## config.mk

```make
export PLATFORM = sky130hd
export DESIGN_NAME = wpmn_ctrl
export DESIGN_NICKNAME = d
export VERILOG_FILES = /design/src/sv/widest_path_min_over_nodes_assert.svh /design/src/sv/wpmn_pkg.sv /design/src/sv/wpmn_ctrl.sv
export SDC_FILE = /design/constraint.sdc
export NUM_CORES = 1
export LEC_CHECK = 0
export ABC_CLOCK_PERIOD_IN_PS = 5100
export BUFFER_PORTS_ARGS = -buffer_cell sky130_fd_sc_hd__buf_2
export CAP_MARGIN = 10
export CORE_UTILIZATION = 25
export DETAILED_ROUTE_END_ITERATION = 8
export GPL_TIMING_DRIVEN = 0
export SYNTH_ARGS = -nofsm -noshare
export SYNTH_HDL_FRONTEND = slang
export SYNTH_SLANG_ARGS = --single-unit
```

## constraint.sdc

```tcl
create_clock -name clk -period 5.1 [get_ports clk]
set_clock_uncertainty 0.1 [all_clocks]
set_input_delay 0.51 -clock clk [delete_from_list [all_inputs] [get_ports clk]]
set_output_delay 0.51 -clock clk [all_outputs]
set_load 0.02 [all_outputs]
```

## src/sv/widest_path_min_over_nodes_assert.svh

```systemverilog
// assertion macros for the widest path engine
`ifndef WIDEST_PATH_MIN_OVER_NODES_ASSERT_SVH
`define WIDEST_PATH_MIN_OVER_NODES_ASSERT_SVH

// condition implies consequence in the same cycle
`define WPMN_ASSERT_NOW(lbl, ante, cons, msg) \
	lbl: assert property (@(posedge clk) disable iff (!arst_n) (ante) |-> (cons)) \
		else $error(msg);

// condition implies consequence in the next cycle
`define WPMN_ASSERT_NEXT(lbl, ante, cons, msg) \
	lbl: assert property (@(posedge clk) disable iff (!arst_n) (ante) |=> (cons)) \
		else $error(msg);

`endif

```

## src/sv/wpmn_pkg.sv

```systemverilog
// shared types and constants of the widest path engine
package wpmn_pkg;
	localparam int DEF_MAX_NODES  = 1024;
	localparam int DEF_MAX_EDGES  = 4096;
	localparam int DEF_WIDTH_BITS = 32;
	localparam int NODE_W = 10;
	localparam int CNT_W  = 11;
	localparam int REQ_W  = 2;
	localparam int STAT_W = 2;

	typedef enum logic [REQ_W-1:0] {
		REQ_CLEAR = 2'd0,
		REQ_ADD   = 2'd1,
		REQ_SOLVE = 2'd2,
		REQ_RSVD  = 2'd3
	} req_t;

	typedef enum logic [STAT_W-1:0] {
		ST_OK       = 2'd0,
		ST_SINGLE   = 2'd1,
		ST_UNREACH  = 2'd2,
		ST_OVERFLOW = 2'd3
	} stat_t;

	typedef enum logic [3:0] {
		OP_NONE,
		OP_CLEAR,
		OP_ADD,
		OP_SOLVE,
		OP_WIPE,
		OP_SEED,
		OP_EDGE_RD,
		OP_NODE_A,
		OP_NODE_B,
		OP_CALC,
		OP_WR_A,
		OP_WR_B,
		OP_PASS,
		OP_SCAN_INIT,
		OP_SCAN_RD,
		OP_SCAN_CK
	} op_t;

	typedef enum logic [1:0] {
		REP_NONE,
		REP_OVF,
		REP_SINGLE,
		REP_SCAN
	} rep_t;

	typedef struct packed {
		op_t  op;
		rep_t rep;
	} dp_cmd_t;

	typedef struct packed {
		logic overflow;
		logic single;
		logic wipe_last;
		logic edge_none;
		logic edge_last;
		logic changed;
		logic scan_last;
	} dp_stat_t;
endpackage

```

## src/sv/wpmn_ctrl.sv

```systemverilog
// sequencer of the widest path engine
module wpmn_ctrl (
	input  logic              clk,
	input  logic              arst_n,
	input  logic              start,
	input  logic [wpmn_pkg::REQ_W-1:0] req_type,
	input  wpmn_pkg::dp_stat_t st,
	output wpmn_pkg::dp_cmd_t cmd,
	output logic              busy
);
	import wpmn_pkg::*;

	typedef enum logic [3:0] {
		S_IDLE, S_WIPE, S_SEED, S_E_RD, S_E_A, S_E_B, S_E_CALC, S_E_WA, S_E_WB,
		S_P_END, S_SC_INIT, S_SC_RD, S_SC_CK, S_SC_REP
	} state_t;

	state_t state_q, state_d;
	logic   busy_q;

	always_comb begin
		state_d = state_q;
		cmd.op  = OP_NONE;
		cmd.rep = REP_NONE;
		case (state_q)
			S_IDLE: begin
				if (start) begin
					case (req_t'(req_type))
						REQ_CLEAR: cmd.op = OP_CLEAR;
						REQ_ADD:   cmd.op = OP_ADD;
						REQ_SOLVE: begin
							if (st.overflow) begin
								cmd.rep = REP_OVF;
							end else if (st.single) begin
								cmd.rep = REP_SINGLE;
							end else begin
								cmd.op  = OP_SOLVE;
								state_d = S_WIPE;
							end
						end
						default: cmd.op = OP_NONE;
					endcase
				end
			end
			S_WIPE: begin
				cmd.op = OP_WIPE;
				if (st.wipe_last) state_d = S_SEED;
			end
			S_SEED: begin
				cmd.op  = OP_SEED;
				state_d = st.edge_none ? S_SC_INIT : S_E_RD;
			end
			S_E_RD: begin
				cmd.op  = OP_EDGE_RD;
				state_d = S_E_A;
			end
			S_E_A: begin
				cmd.op  = OP_NODE_A;
				state_d = S_E_B;
			end
			S_E_B: begin
				cmd.op  = OP_NODE_B;
				state_d = S_E_CALC;
			end
			S_E_CALC: begin
				cmd.op  = OP_CALC;
				state_d = S_E_WA;
			end
			S_E_WA: begin
				cmd.op  = OP_WR_A;
				state_d = S_E_WB;
			end
			S_E_WB: begin
				cmd.op  = OP_WR_B;
				state_d = st.edge_last ? S_P_END : S_E_RD;
			end
			S_P_END: begin
				if (st.changed) begin
					cmd.op  = OP_PASS;
					state_d = S_E_RD;
				end else begin
					state_d = S_SC_INIT;
				end
			end
			S_SC_INIT: begin
				cmd.op  = OP_SCAN_INIT;
				state_d = S_SC_RD;
			end
			S_SC_RD: begin
				cmd.op  = OP_SCAN_RD;
				state_d = S_SC_CK;
			end
			S_SC_CK: begin
				cmd.op  = OP_SCAN_CK;
				state_d = st.scan_last ? S_SC_REP : S_SC_RD;
			end
			S_SC_REP: begin
				cmd.rep = REP_SCAN;
				state_d = S_IDLE;
			end
			default: state_d = S_IDLE;
		endcase
	end

	always_ff @(posedge clk or negedge arst_n) begin
		if (!arst_n) begin
			state_q <= S_IDLE;
			busy_q  <= 1'b0;
		end else begin
			state_q <= state_d;
			busy_q  <= (state_d != S_IDLE);
		end
	end

	assign busy = busy_q;
endmodule

```

=== After elaboration in Yosys (flattened, before gate mapping) ===
Cells that the tools add are included.

* Bits in registers: 5
* Bits of input ports: 12
* Output and inout port bits: 7

* Equal/unequal tests: 15
* Multiplexer cells: 20
* Reduce and logical (&&, ||, !) cells: 3

{| class="wikitable"
|+ Operators by type and width
! operator !! count
|-
| case mux 4 bit (13 select lines) || 2
|-
| two-way mux 4 bit || 9
|-
| equality test 4 bit (second input constant) || 6
|-
| equality test 4 x 3 -> 1 bit (second input constant) || 4
|-
| case mux 4 bit (3 select lines) || 1
|-
| two-way mux 2 bit || 5
|-
| equality test 4 x 2 -> 1 bit (second input constant) || 2
|-
| two-way mux 6 bit || 1
|-
| equality test 4 x 1 -> 1 bit (second input constant) || 1
|-
| logical NOT 4 bit || 1
|-
| case mux 2 bit (2 select lines) || 1
|-
| nonzero test 4 bit || 1
|-
| two-way mux 3 bit || 1
|-
| equality test 2 x 1 -> 1 bit (second input constant) || 1
|-
| equality test 2 bit (second input constant) || 1
|-
| logical NOT 2 bit || 1
|}

=== Logic depth before layout (Yosys ltp) ===
* Depth after elaboration: 6
* Mapped depth: 6
* Depth with buffers taken out: 5

=== Least setup slack after synthesis ===
No wires, ideal clock.

* Path type: flip-flop to output port
* Start point: reg state_q[2]
* End point: out cmd[5] (netlist name)
* Arrival: 1.475 ns
* Data required time: 4.490 ns
* Path slack: 3.015 ns
* Cell stages (with the launch flop): 5
* Buffers on the path: 2
* Cells stage by stage: dfrtp_1 buf_6 clkbuf_1 and2_1 a221oi_1

{| class="wikitable"
|+ RTL lines
! element !! line !! text
|-
| start, declared || wpmn_ctrl.sv:18 || <nowiki>state_t state_q, state_d;</nowiki>
|-
| start signal, assigned || wpmn_ctrl.sv:110 || <nowiki>state_q <= state_d;</nowiki>
|-
| end, declared || wpmn_ctrl.sv:8 || <nowiki>output wpmn_pkg::dp_cmd_t cmd,</nowiki>
|}

==> metrics.md <==
| Metric | Value |
|---|---|
| Result of the run | finished, final reports clean |
| Post-synth top cells | sky130_fd_sc_hd__a21oi_1 (8), sky130_fd_sc_hd__nand2_1 (6), sky130_fd_sc_hd__dfrtp_1 (5), sky130_fd_sc_hd__nand2b_1 (5) |
| Worst Hold Margin | 0.5039 ns |
| Combinational family with the most area after synthesis | compound AO/OA/AOI/OAI gates |
| Post-CTS repair timing setup buffer count | 0 |
| Max-slew headroom at the worst pin | 0.7379 |
| Highest signal layer in the routed design | met4 |
| Count of cell types in the netlist | 33 |
| Count of input and output buffers | 18 |
| Global-route congestion overflow total | 0 |
| Routed met2 length | 592 um |
| Synth Cell Area | 510.5 um^2 |
| Post-route clock period utilization | 0.4684 |
| NumNets Final | 101 |
| Share of the yosys chip area belonging to registers | 0.2451 |
| Largest area contributor in the netlist | sky130_fd_sc_hd__dfrtp_1 |
| Total of endpoints with negative setup slack in the final report | 0 |
| Number of nets in the synthesized netlist | 77 |
| Number of primary I/O pins | 19 |
| Worst ir drop on vdd | 0.1671 mV |
| Number of antenna diodes | 0 |
| Fin. max-slew vios | 0 |
| Critical R2R Capture | busy$_DFF_PN0_ |
| Mean instance size in the synthesized netlist | 7.854 um^2 |
| Hold Crit Class | primary input to async pin |
| Largest fanout of any net on the critical path | 10 |
| Overall power consumption | 0.4265 mW |
| First-pass GRT wire length | 1932 um |
| Detailed placement HPWL | 985.3 um |
| Weighted congestion reported at the end of routability-driven placement | 0.8190 |
| Portion of synthesized cell area occupied by the leading cell type | 0.2451 |
| CTS Buffer Depth | 2 |
| DR vias | 547 |
| Pin count of the biggest net entering global routing | 11 |
| Static leakage power | 0.3013 nW |
| Final hold violations | 0 |
| Origin of the critical flop-to-flop path | state_q[3]$_DFF_PN0_ |
| Fraction of final layout cells with drive strength greater than 1 | 0.3523 |
| Count of flip-flops with a built-in enable after synthesis | 0 |
| Clock tree from TritonCTS | built |
| Sum of met3 wire segment lengths after detailed routing | 51 um |
| Mux share of post-synthesis cell area | 0.04167 |
| Final Worst Setup Slack | 2.711 ns |
| Antenna violations before repair | 0 |
| Post-synthesis simple-gate area fraction | 0.2966 |
| Via count of the first global-routing pass | 469 |
| Time the final worst path needs with I/O delays and setup | 2.389 ns |
| Setup TNS Final | 0 ns |
| Length in cells of the worst reg-to-reg path | 6 |
| Number of rows in the core area | 15 |
| Total cell area at the placement stage | 631.9 um^2 |
| Die area | 2227 um^2 |
| Arrival @ worst endpoint | 1.78 ns |
| Starting DRC count in detailed routing | 13 |
| Kind of capture point of the worst setup path | output port |
| DRC violations left | 0 |
| Final wirelength | 1280 um |
| F_max | 418.6 MHz |
| Via/cell ratio | 4.841 |
| Final design instance area without fill | 668.1 um^2 |
| Global Route Usage Sum | 0.1287 |
| Post-synthesis to final-layout area growth | 30.88% |
| Number of placed instances, taps included | 108 |
| Library cell used as clock root buffer | sky130_fd_sc_hd__clkbuf_4 |
| Vertical extent of the die | 47.19 um |
| Detailed-routing iteration count for the pre-antenna-repair pass | 4 |
| Areal power density over the cells | 638.4 nW/um^2 |
| Share of async-settable or async-resettable flops after synthesis | 1.000 |
| Insertion delay to the later sink of the worst-skew pair | 0.24 ns |
| Number of levels in the clock H-tree | 1 |
| CTS Sinks | 5 |
| Flip-flop and latch count after synthesis | 5 |
| Startpoint class of the critical path | register |
| Clock-pin slew of the registers on the worst-case setup and hold paths | 0.05 ns |
| Xor-xnor portion of the synthesized cell area | 0 |
| Utilization after layout | 0.3670 |
| Adder-cell area share of the yosys netlist | 0 |
| Unrepaired setup endpoints after global routing | false |
| Slew at the pin closest to its max-slew limit | 0.3931 ns |
| Initial standard-cell utilization of the core | 0.2804 |
| Data required time of the worst path | 4.49 ns |
| Non-filler instance count after layout | 113 |
| Number of warning messages in the yosys log | 0 |
| Horizontal die dimension | 47.19 um |
| Most frequent cell after synthesis | sky130_fd_sc_hd__a21oi_1 |
| Detailed-routing wirelength on met1 | 624 um |
| Remaining number of nets flagged by the antenna check after routing | 0 |
| Area contributors post-synth | sky130_fd_sc_hd__dfrtp_1 (25%), sky130_fd_sc_hd__a21oi_1 (7.8%), sky130_fd_sc_hd__buf_6 (6.6%), sky130_fd_sc_hd__nand2b_1 (6.1%), sky130_fd_sc_hd__nand2_1 (4.4%) |
| R2R Setup Slk | 3.33 ns |
| Mapped Cells | 65 |
| Total CTS buffers | 3 |
| Synthesized-area fraction occupied by ao, oa, aoi and oai cells | 0.3039 |
| Max-cap viol count | 0 |
| Flip-flop cell with the highest count after synthesis | sky130_fd_sc_hd__dfrtp_1 |
| Worst Path Class, Setup | register to output port |
| DP Worst Slack | 2.978 ns |
| Core footprint | 1821 um^2 |
| Post-DR wirelength/cell | 11.33 um |
| Number of gates given a new drive strength after cts | 0 |
## where the power goes
| part | internal (mW) | total (mW) | leakage, nW | switching [mW] |
|---|---|---|---|---|
| combinational | 0.129 | 0.313 | 0.228 | 0.183 |
| clock | 0.0296 | 0.0466 | 0.0150 | 0.0170 |
| sequential | 0.0584 | 0.0672 | 0.0584 | 0.00882 |
| total | 0.217 | 0.427 | 0.301 | 0.209 |
## critical path: stages, from the launching register on
cell,delay (ns)
sky130_fd_sc_hd__dfrtp_1,0.36
sky130_fd_sc_hd__buf_6,0.14
sky130_fd_sc_hd__or2_4,0.28
sky130_fd_sc_hd__nor4_2,0.26
sky130_fd_sc_hd__and2_4,0.20
sky130_fd_sc_hd__nand3b_1,0.07
sky130_fd_sc_hd__nand2_1,0.07
sky130_fd_sc_hd__buf_2,0.15
## per-layer routing
metal | track usage | vias up
met5 | 0 | -
met4 | 0.1086 | 0
met3 | 0.02692 | 2
met2 | 0.1778 | 16
met1 | 0.1690 | 243
li1 | - | 286
## worst max-delay path by stage
| stage | start | endpoint | slack (ns) |
|---|---|---|---|
| 2_1_floorplan | state_q[2]$_DFF_PN0_ | cmd[5] | 3.02 |
| 6_report | state_q[0]$_DFF_PN0_ | cmd[1] | 2.71 |
| 3_3_place_gp | state_q[0]$_DFF_PN0_ | cmd[1] | 2.97 |
| 3_5_place_dp | state_q[0]$_DFF_PN0_ | cmd[1] | 2.98 |
| 4_1_cts | state_q[0]$_DFF_PN0_ | cmd[1] | 2.70 |
| 5_1_grt | state_q[0]$_DFF_PN0_ | cmd[1] | 2.58 |
## cells by family after synthesis
kind of cell    count (synthesis)
buf+inv                         8
compound gates                 24
simple gates                   26
flops                           5
mux                             2
## cell type report
class | instances | area (um^2)
Inverter | 2 | 7.507
Tap cell | 25 | 31.28
Buffer | 6 | 50.05
Sequential cell | 5 | 125.1
Fill cell | 199 | 1152
Clock buffer | 4 | 26.28
Timing Repair Buffer | 19 | 100.1
Multi-Input combinational cell | 52 | 327.8
## flip-flops by register name (all words and copies together) (netlist names)
signal,cells
state_q,4
busy,1
## placed cells by master, fill, tap and decap left out, types with 2 or more instances in the layout
master / instances
sky130_fd_sc_hd__nor2_1: 3
sky130_fd_sc_hd__o21ai_1: 2
sky130_fd_sc_hd__buf_6: 3
sky130_fd_sc_hd__inv_1: 2
sky130_fd_sc_hd__nand3_1: 3
sky130_fd_sc_hd__a211oi_1: 2
sky130_fd_sc_hd__clkbuf_4: 3
sky130_fd_sc_hd__clkbuf_1: 2
sky130_fd_sc_hd__nand2b_1: 5
sky130_fd_sc_hd__nor3_1: 2
sky130_fd_sc_hd__a21oi_1: 8
sky130_fd_sc_hd__dfrtp_1: 5
sky130_fd_sc_hd__o31ai_1: 2
sky130_fd_sc_hd__nand2_1: 6
sky130_fd_sc_hd__o21ai_0: 2
sky130_fd_sc_hd__buf_2: 19
## repair_timing
action	in CTS	in global routing
hold endpoints to repair	5	0
setup endpoints to repair	0	0
hold buffers	1	0
(Power assumes the default switching activity.)
